$ cat src/sv/stereo_feedback_delay_assert.svh
// Assertion macros used by the stereo feedback delay controller.
// Depends on nothing; included by files that carry assertions.
`ifndef STEREO_FEEDBACK_DELAY_ASSERT_SVH
`define STEREO_FEEDBACK_DELAY_ASSERT_SVH

// Implication checked at every clock edge outside reset.
`define SFD_ASSERT_IMP(label, clk, rst_n, ante, cons, msg) \
  label: assert property (@(posedge clk) disable iff (!rst_n) (ante) |-> (cons)) \
    else $error(msg);

// Next-cycle implication checked outside reset.
`define SFD_ASSERT_NEXT(label, clk, rst_n, ante, cons, msg) \
  label: assert property (@(posedge clk) disable iff (!rst_n) (ante) |=> (cons)) \
    else $error(msg);

`endif

$ cat src/sv/sfd_pkg.sv
// Package for the stereo feedback delay: types, constants and helpers.
// Used by stereo_feedback_delay, sfd_ctrl, sfd_datapath, sfd_cfg_if and the testbench.
package sfd_pkg;

  localparam int LINE_LENGTH_DEF = 131072;
  localparam int SAMPLE_BITS_DEF = 24;
  localparam int CFG_IDX_W = 3;
  localparam int CFG_DATA_W = 25;
  localparam int COEF_W = 24;
  localparam int ACC_W = 32;
  localparam int FB_MAX = 62259;
  localparam int MIX_FULL = 65536;

  typedef enum logic [CFG_IDX_W-1:0] {
    REG_ENABLE = 3'd0,
    REG_DELAY = 3'd1,
    REG_FB_GAIN = 3'd2,
    REG_MIX_GAIN = 3'd3,
    REG_MODE = 3'd4,
    REG_LP_B0 = 3'd5,
    REG_LP_A1 = 3'd6,
    REG_LP_A2 = 3'd7
  } reg_idx_t;

  typedef enum logic [3:0] {
    ST_IDLE,
    ST_CLEAR,
    ST_ADDR,
    ST_READ0,
    ST_READ1,
    ST_INTERP,
    ST_FEEDBACK,
    ST_FILTER_Y,
    ST_FILTER_S,
    ST_WRITE,
    ST_OUT
  } sfd_state_t;

  // Controller to datapath.
  typedef struct packed {
    logic       clear_en;
    logic       load;
    logic       addr;
    logic       rd_first;
    logic       rd_second;
    logic       interp;
    logic       feedback;
    logic       filt_y;
    logic       filt_s;
    logic       write;
    logic       bypass;
  } sfd_cmd_t;

  // Datapath to controller.
  typedef struct packed {
    logic clear_done;
  } sfd_stat_t;

  function automatic logic signed [63:0] sat32(input logic signed [63:0] v);
    if (v > 64'sd2147483647) return 64'sd2147483647;
    else if (v < -64'sd2147483648) return -64'sd2147483648;
    else return v;
  endfunction

endpackage

$ cat src/sv/sfd_ctrl.sv
// Controller state machine of the stereo feedback delay.
// Depends on sfd_pkg and the assertion macro header.
`include "stereo_feedback_delay_assert.svh"
module sfd_ctrl import sfd_pkg::*; (
  input  logic      clk,
  input  logic      rst_n,
  input  logic      in_valid,
  output logic      in_ready,
  output logic      out_valid,
  input  logic      out_ready,
  input  logic      enable,
  input  logic      damp,
  input  sfd_stat_t stat,
  output sfd_cmd_t  cmd
);
  sfd_state_t state_r, state_nxt;
  logic pending_r, pending_nxt;

  always_comb begin
    state_nxt = state_r;
    unique case (state_r)
      ST_CLEAR:    if (stat.clear_done) state_nxt = ST_IDLE;
      ST_IDLE:     if (in_valid && !pending_r) state_nxt = enable ? ST_ADDR : ST_OUT;
      ST_ADDR:     state_nxt = ST_READ0;
      ST_READ0:    state_nxt = ST_READ1;
      ST_READ1:    state_nxt = ST_INTERP;
      ST_INTERP:   state_nxt = ST_FEEDBACK;
      ST_FEEDBACK: state_nxt = damp ? ST_FILTER_Y : ST_WRITE;
      ST_FILTER_Y: state_nxt = ST_FILTER_S;
      ST_FILTER_S: state_nxt = ST_WRITE;
      ST_WRITE:    state_nxt = ST_OUT;
      ST_OUT:      state_nxt = ST_IDLE;
      default:     state_nxt = ST_IDLE;
    endcase
  end

  always_comb begin
    cmd = '0;
    in_ready = (state_r == ST_IDLE) && !pending_r;
    cmd.load = in_valid && in_ready;
    cmd.bypass = !enable;
    unique case (state_r)
      ST_CLEAR:    cmd.clear_en = 1'b1;
      ST_ADDR:     cmd.addr = 1'b1;
      ST_READ0:    cmd.rd_first = 1'b1;
      ST_READ1:    cmd.rd_second = 1'b1;
      ST_INTERP:   cmd.interp = 1'b1;
      ST_FEEDBACK: cmd.feedback = 1'b1;
      ST_FILTER_Y: cmd.filt_y = 1'b1;
      ST_FILTER_S: cmd.filt_s = 1'b1;
      ST_WRITE:    cmd.write = 1'b1;
      default:     ;
    endcase
  end

  // The result register stays full until the sink takes it.
  always_comb begin
    pending_nxt = pending_r;
    if (out_valid && out_ready) pending_nxt = 1'b0;
    if (state_r == ST_OUT) pending_nxt = 1'b1;
  end
  assign out_valid = pending_r;

  always_ff @(posedge clk) begin
    if (!rst_n) begin
      state_r <= ST_CLEAR;
      pending_r <= 1'b0;
    end else begin
      state_r <= state_nxt;
      pending_r <= pending_nxt;
    end
  end

  `SFD_ASSERT_IMP(a_no_accept_busy, clk, rst_n, in_valid && in_ready, state_r == ST_IDLE, "accept outside idle")
  `SFD_ASSERT_NEXT(a_out_sets, clk, rst_n, state_r == ST_OUT, out_valid, "result not presented")
  `SFD_ASSERT_IMP(a_clear_quiet, clk, rst_n, state_r == ST_CLEAR, !in_ready && !out_valid, "activity while clearing")
endmodule

$ cat config.mk
export PLATFORM = sky130hd
export DESIGN_NAME = sfd_ctrl
export DESIGN_NICKNAME = d
export VERILOG_FILES = /design/src/sv/sfd_pkg.sv /design/src/sv/sfd_ctrl.sv
export VERILOG_INCLUDE_DIRS = /design/src /design/src/sv
export SDC_FILE = /design/constraint.sdc
export NUM_CORES = 1
export LEC_CHECK = 0
export BUFFER_PORTS_ARGS = -buffer_cell sky130_fd_sc_hd__buf_2
export CELL_PAD_IN_SITES_DETAIL_PLACEMENT = 0
export CELL_PAD_IN_SITES_GLOBAL_PLACEMENT = 1
export CORE_AREA = 2 2 39 41
export CTS_CLUSTER_DIAMETER = 50
export CTS_CLUSTER_SIZE = 14
export DETAILED_ROUTE_END_ITERATION = 12
export DIE_AREA = 0 0 41 43
export GPL_TIMING_DRIVEN = 0
export PLACE_DENSITY_LB_ADDON = 0.08
export SLEW_MARGIN = 40
export SYNTH_ARGS = -nofsm -noshare
export SYNTH_HDL_FRONTEND = slang
export SYNTH_SLANG_ARGS = --single-unit
$ cat constraint.sdc
create_clock -name clk -period 1.8 [get_ports clk]
set_input_delay 0 -clock clk [delete_from_list [all_inputs] [get_ports clk]]
set_output_delay 0 -clock clk [all_outputs]
set_load 0.01 [all_outputs]
==> results of run 1 <==
## through the flow
stage	utilization	instance area [um^2]	power (uW)	hold slack, ps	std cells
floorplan	-	378	196	43.5	49
global placement	0.356	493	230	239	84
detailed placement	0.356	493	230	239	84
CTS	0.375	519	368	32.2	88
global route	0.375	519	389	49.9	88
finish	0.375	519	360	31.0	88
## worst max-delay path, cell delays in order, from the launching register on
cell and delay, ps:
dfxtp_1 300, buf_6 130, or2_1 210, buf_6 140, nor4_4 140, and2_1 150, buf_2 120
## cell usage after synthesis
master and n:
or2_1 1, nor3b_1 1, a211o_1 1, nor2_1 9
or2b_1 1, nor4_4 1, nand2_1 2, buf_6 2
and2_1 2, nand3_1 1, nor4bb_1 1, dfxtp_1 5
inv_1 2, nand2b_1 4, nor3_1 2, a21oi_1 3
nand4b_1 1, o22ai_1 1, buf_2 2, o311ai_2 1
a21o_1 1, o31a_1 1, o21ai_0 4
## sequential cells by signal, summed over array words and instances, names as in the netlist
register,count
state_r,4
out_valid,1
## cell type report
type                       instances  area, um^2  share of cell area
multi-input combinational         38         238               0.458
sequential                         5         100               0.193
timing repair buffer              19        95.1               0.183
buffer                             4        32.5              0.0627
clock buffer                       4        26.3              0.0506
tap                               16        20.0              0.0386
inverter                           2        7.51              0.0145
## worst paths after layout
path,slack [ps],endpoint,startpoint,cells after the start
max,370,cmd[9],state_r[2]$_SDFFE_PN0P_,6
min,30,out_valid$_SDFFE_PN0P_,rst_n,2
max reg2reg,520,state_r[1]$_SDFFE_PN0P_,state_r[2]$_SDFFE_PN0P_,5
min reg2reg,580,state_r[2]$_SDFFE_PN0P_,state_r[3]$_SDFFE_PN0P_,1
## placed cells by master, fill, tap and decap left out, drive strengths merged, types with 2 or more instances in the layout
master / instances
nor2: 9
inv: 2
a21oi: 3
and2: 2
dfxtp: 5
nor3: 2
clkbuf: 4
nand2: 2
o21ai: 4
buf: 23
nand2b: 4
## kinds of logic after synthesis
logic type      after synthesis  share of synthesized area
simple gates                 26                      0.411
buf+inv                       6                      0.106
compound gates               12                      0.219
flops                         5                      0.265
## metal layers
metal  up-vias  GRT usage  part of all wire
li1        216          -                 -
met1       175      0.201              0.48
met2        20      0.172              0.41
met3         4     0.0157             0.085
met4         0      0.120             0.025
met5         -          0                 0
## where the power goes
group | internal [uW] | total [uW] | switching, uW
clock network | 84.0 | 132 | 48.2
registers | 117 | 123 | 5.53
logic | 48.6 | 105 | 56.2
total | 250 | 360 | 110
==> flow_summary.json, run 1 <==
{
  "worst_slack_ps": 365,
  "hold_buffers": 0,
  "clock_sinks": 5,
  "cts_buffers": 3,
  "tightest_slew_ps": 288,
  "drtAntennaViolNets": 0,
  "post_drt_wl_per_cell_um": 11.5,
  "critPathLaunchType": "flop",
  "p_leak_uw": 0.000240,
  "power.density_nw_per_um2": 693,
  "arrival_ps": 1430,
  "grt.total_usage": 0.139,
  "post-place-ws_ps": 535,
  "ys_top_cells_by_area": "dfxtp_1, nor2_1, nand2b_1",
  "rsz0062_at_grt": "false",
  "skew_ps": 4.35,
  "status": "finished, final reports clean",
  "synth_cells": 49,
  "syn-num-nets": 56,
  "synth_warnings": 0,
  "postCtsSetupBuffers": 0,
  "clk_pin_slew_worst_paths_ps": 50,
  "maxCapViolations": 0,
  "syn_avg_cell_area_um2": 7.71,
  "grt_max_degree": 11,
  "die_w_um": 41,
  "cts_root_buf": "clkbuf_4",
  "netlist-cell-type-count": 23,
  "min_period_ps": 1430,
  "synth_area_um2": 378,
  "grt_first_pass_wirelength_mm": 1.63,
  "peakVddDrop_v": 0.000335,
  "relSlewSlack": 0.807,
  "clock_latency_ps": 240,
  "setup_viol": 0,
  "first_global_vias": 364,
  "cts_htree_levels": 1,
  "dr.pass1.iters": 2,
  "drc": 0,
  "coreArea_um2": 1380,
  "drt_iter0_markers": 5,
  "endpoint_kind": "primary output",
  "portBuffers": 19,
  "drt-vias-per-instance": 4.72,
  "routabilityCongestion": 0.699,
  "final_nets": 80,
  "hold_viol_final": 0,
  "synth_seq_area_share": 0.265,
  "routed-via-count": 415,
  "drive_gt1_frac": 0.389,
  "crit_fanout": 9,
  "start_util": 0.273,
  "io_pins": 20,
  "cts_tree": "yes",
  "area_growth_pct": 37.4,
  "hold_class": "in -> reg",
  "num_rows": 14,
  "num_antenna_cells": 0,
  "dp_hpwl_um": 747,
  "netlist.area_leader.share": 0.265,
  "fmax_mhz": 697,
  "dieArea_um2": 1760,
  "ctsResizeCount": 0,
  "fin_setup_tns_ps": 0,
  "cts_max_path_buffers": 2,
  "required_ps": 1800,
  "grt.overflow.total": 0,
  "yosys.area.top_type": "dfxtp_1",
  "worstSetupPathType": "reg -> out",
  "ys_ff_latch": 5,
  "die_h_um": 43,
  "fill_cells": 166,
  "antenna_found_initial": 0,
  "post-route-period-util": 0.797,
  "drv_slew": 0,
  "routed_wl_mm": 1.01
}
Power figures use the tool's default switching activity.
==> inputs of run 2 (changes only) <==
- CORE_AREA: 2 2 39 41 -> unset
- CORE_MARGIN: unset -> 2
- CORE_UTILIZATION: unset -> 28
- DIE_AREA: 0 0 41 43 -> unset
- clock period: 1.8 -> 1.46 ns (I/O delays scaled with it)
==> run 2 against run 1 <==
Net effect: routed wire length fell by 0.20%; sequential share of layout area fell by 0.50 points; design area rose by 2.7%; hold slack got worse by 18 ps; combinational power rose by 28%; clock-buffer cell count did not move; register-to-register slack got worse by 340 ps; critical endpoint unchanged; largest power group unchanged.
==> flow_summary.json, run 2 (same netlist as run 1, synthesis figures left out) <==
{
  "largest_register_ffs": 4,
  "whs_ps": 12.8,
  "arrival_ps": 1410,
  "peakVddDrop_v": 0.000456,
  "final_common_cell": "buf_2",
  "routabilityCongestion": 0.713,
  "post-route-period-util": 0.962,
  "die_h_um": 40.7,
  "final_util": 0.415,
  "clkPwrFrac": 0.371,
  "layout_common_cells": "buf_2, nor2_1, dfxtp_1",
  "skew_ps": 12.3,
  "hold_viol_final": 0,
  "setup_viol": 0,
  "post-place-ws_ps": 178,
  "cts_tree": "yes",
  "grt_first_pass_wirelength_mm": 1.39,
  "drv_slew": 0,
  "combPwrFrac": 0.295,
  "num_antenna_cells": 0,
  "antenna_found_initial": 0,
  "grt_max_degree": 11,
  "die_w_um": 40.7,
  "final_cells": 89,
  "fill_cells": 140,
  "critPathLaunchType": "flop",
  "required_ps": 1460,
  "io_pins": 20,
  "coreArea_um2": 1280,
  "dieArea_um2": 1660,
  "final_nets": 82,
  "crit_fanout": 9,
  "sw_frac_of_total": 0.312,
  "power.net_switching_uw": 142,
  "num_rows": 13,
  "cts_htree_levels": 1,
  "p_int_uw": 313,
  "portBuffers": 19,
  "drtAntennaViolNets": 0,
  "p_leak_uw": 0.000251,
  "status": "finished, final reports clean",
  "grt.overflow.total": 0,
  "endpoint_kind": "primary output",
  "start_util": 0.294,
  "fin_setup_tns_ps": 0,
  "post_drt_wl_per_cell_um": 11.3,
  "clock_latency_ps": 250,
  "tightest_slew_ps": 293,
  "cts_max_path_buffers": 2,
  "drive_gt1_frac": 0.405,
  "power.density_nw_per_um2": 853,
  "maxCapViolations": 0,
  "min_period_ps": 1410,
  "hold_class": "in -> reg",
  "worst_slack_ps": 54.9,
  "rsz0062_at_grt": "false",
  "regMostFlops": "state_r",
  "routed-via-count": 410,
  "post-place-cells": 83,
  "grt.total_usage": 0.133,
  "first_global_vias": 300,
  "relSlewSlack": 0.804,
  "worstSetupPathType": "reg -> out",
  "clock_sinks": 5,
  "dr.pass1.iters": 3,
  "cts_buffers": 3,
  "drc": 0,
  "drt_iter0_markers": 6,
  "dp_hpwl_um": 756,
  "fmax_mhz": 712,
  "clk_pin_slew_worst_paths_ps": 50,
  "p_seq_frac": 0.334,
  "drt-vias-per-instance": 4.61,
  "routed_wl_mm": 1.01,
  "hold_buffers": 0,
  "cts_root_buf": "clkbuf_4",
  "area_growth_pct": 41.1
}
-- run 2: cell count changes in the layout (fill, tap and decap cells not counted), sizes merged --
cell	change
buf	+2
-- run 2: routing by layer --
metal  vias up  share of wire  global-route usage  routed length, um
met5         -              0                   0                  0
met4         0              0              0.0250                  0
met3         0           0.11              0.0652                112
met2        18           0.39               0.206                393
met1       174           0.50               0.167                503
li1        218              -                   -                  -
-- run 2: critical path, cell delays in order (launching register included) --
cell and delay, ps:
dfxtp_1 300, buf_6 120, or2_1 210, buf_6 140
nor4_4 130, and2_1 150, buf_2 120
-- run 2: area by class of cell --
cell class                 instances  area (um^2)  area share
buffer                             4         32.5      0.0610
clock buffer                       4         26.3      0.0493
tap                               15         18.8      0.0352
sequential                         5          100       0.188
timing repair buffer              21          110       0.207
multi-input combinational         38          238       0.446
inverter                           2         7.51      0.0141
-- run 2: power groups by stage --
stage	sequential (uW)	clock, uW	combinational, uW
6_report	152	169	134
2_1_floorplan	152	0	89.1
5_1_grt	153	173	148
3_5_place_dp	154	0	130
3_3_place_gp	155	0	130
4_1_cts	152	167	131
-- run 2: metrics by stage --
stage / total power, uW / cell area (um^2)
2_1_floorplan: 241 / 378
4_1_cts: 450 / 518
3_5_place_dp: 285 / 492
6_report: 455 / 533
5_1_grt: 474 / 533
3_3_place_gp: 285 / 492
-- run 2: timing repair --
item,4_1_cts,5_1_grt
resized for setup,0,0
endpoints found under the setup margin,0,1
setup buffers,0,2
-- run 2: path summary, 6_finish.rpt --
kind                                 from                 endpoint  slack, ps  cells after the start
hold / removal                      rst_n   out_valid$_SDFFE_PN0P_         10                      2
hold reg to reg   state_r[3]$_SDFFE_PN0P_  state_r[2]$_SDFFE_PN0P_        580                      1
setup reg to reg  state_r[2]$_SDFFE_PN0P_  state_r[0]$_SDFFE_PN1P_        180                      6
setup / recovery  state_r[2]$_SDFFE_PN0P_                   cmd[9]         50                      6
==> inputs of run 3 (changes only) <==
- SETUP_SLACK_MARGIN: unset -> 0.5
==> run 3 against run 2 <==
Net effect: design area up 26%; final cell count rose by 7.9%; critical endpoint unchanged; die area unchanged; core utilization grew 11 points; first-iteration DRC count down 17%; sequential cell count stayed put; non-clock buffer count increased by 7; maximum frequency is 0.82% higher; routed wire length increased by 9.2%; combinational power up 39%; clock power down 2%; hold slack gained 26 ps.
==> flow_summary.json, run 3 (same netlist as run 1, synthesis figures left out) <==
{
  "status": "finished, final reports clean",
  "final_nets": 89,
  "die_w_um": 40.7,
  "clock_latency_ps": 240,
  "hold_viol_final": 0,
  "register_area_um2": 108,
  "dieArea_um2": 1660,
  "endpoint_kind": "primary output",
  "relSlewSlack": 0.763,
  "fmax_mhz": 718,
  "hold_class": "in -> reg",
  "num_rows": 13,
  "grt.overflow.total": 0,
  "drive_gt1_frac": 0.654,
  "arrival_ps": 1390,
  "power.density_nw_per_um2": 751,
  "first_global_vias": 366,
  "crit_fanout": 3,
  "dp_hpwl_um": 723,
  "hold_buffers": 0,
  "routed_wl_mm": 1.10,
  "post-route-period-util": 0.955,
  "clock_sinks": 5,
  "drt_iter0_markers": 5,
  "portBuffers": 19,
  "min_period_ps": 1390,
  "layout_common_cells": "buf_2, buf_4, buf_6, nor2_1",
  "peakVddDrop_v": 0.000336,
  "cts_buffers": 3,
  "postPlaceCellArea_um2": 509,
  "drc": 0,
  "area_growth_pct": 78.1,
  "p_leak_uw": 0.000303,
  "setup_viol": 0,
  "drt-vias-per-instance": 4.75,
  "tightest_slew_ps": 354,
  "post_drt_wl_per_cell_um": 11.5,
  "rsz0062_at_grt": "true",
  "final_common_cell": "buf_2",
  "drtAntennaViolNets": 0,
  "power.total_uw": 505,
  "start_util": 0.294,
  "routed-via-count": 456,
  "grt_first_pass_wirelength_mm": 1.59,
  "stdcell_area_um2": 673,
  "io_pins": 20,
  "grt_max_degree": 11,
  "cts_htree_levels": 1,
  "num_antenna_cells": 0,
  "skew_ps": 2.80,
  "fill_cells": 144,
  "cts_max_path_buffers": 2,
  "die_h_um": 40.7,
  "dr.pass1.iters": 4,
  "routabilityCongestion": 0.759,
  "whs_ps": 38.8,
  "maxCapViolations": 0,
  "coreArea_um2": 1280,
  "largest_register_ffs": 4,
  "cts_root_buf": "clkbuf_4",
  "grt.total_usage": 0.151,
  "regMostFlops": "state_r",
  "antenna_found_initial": 0,
  "required_ps": 1460,
  "multi_input_area_um2": 295,
  "worstSetupPathType": "reg -> out",
  "drv_slew": 0,
  "critPathLaunchType": "flop",
  "clk_pin_slew_worst_paths_ps": 50,
  "cts_tree": "yes"
}
-- run 3: cell count changes in the layout (fill, tap and decap cells not counted), sizes merged --
cell	change
buf	+7
-- run 3: what timing repair did --
item | CTS | global route
gates cloned | 0 | 0
buffers inserted | 4 | 5
endpoints found under the setup margin | 16 | 16
pin swaps | 3 | 5
gates resized for setup | 7 | 13
-- run 3: final cells by class --
class / instances / share of cell area
flip-flops and latches: 5 / 0.160
clock buffers: 4 / 0.0390
well taps: 15 / 0.0279
repair buffers: 28 / 0.257
plain buffers: 4 / 0.0669
inverters: 2 / 0.0112
multi-input cells: 38 / 0.439
-- run 3: critical path: stages, from the launching register on --
cell and delay, ps:
dfxtp_2 310, buf_6 100, or2_1 210, buf_6 130
nor4_4 130, and2_4 170, buf_6 90
-- run 3: metrics by stage --
step / TNS, ps / std cells / setup slack (ps) / util
floorplan: 0 / 49 / 306 / -
global placement: 0 / 83 / 257 / 0.396
detailed placement: 0 / 83 / 256 / 0.396
CTS: 0 / 91 / 61.1 / 0.459
global route: -27.1 / 96 / -27.1 / 0.524
finish: 0 / 96 / 66.4 / 0.524
-- run 3: worst paths after layout --
kind	start	end	slack [ps]	cells past startpoint
min reg2reg	state_r[3]$_SDFFE_PN0P_	state_r[2]$_SDFFE_PN0P_	530	1
max reg2reg	state_r[2]$_SDFFE_PN0P_	state_r[3]$_SDFFE_PN0P_	120	6
max	state_r[2]$_SDFFE_PN0P_	cmd[9]	70	6
min	rst_n	state_r[1]$_SDFFE_PN0P_	40	3
-- run 3: report_power, final --
part / switching [uW] / internal, uW / total, uW
clock network: 61.3 / 104 / 165
registers: 9.45 / 145 / 154
logic: 86.1 / 99.9 / 186
-- run 3: per-layer routing --
layer | up-vias | track usage | share of wire
met3 | 0 | 0.0326 | 0.043
li1 | 239 | - | -
met5 | - | 0 | 0
met1 | 206 | 0.223 | 0.49
met4 | 0 | 0.0750 | 0
met2 | 11 | 0.202 | 0.46
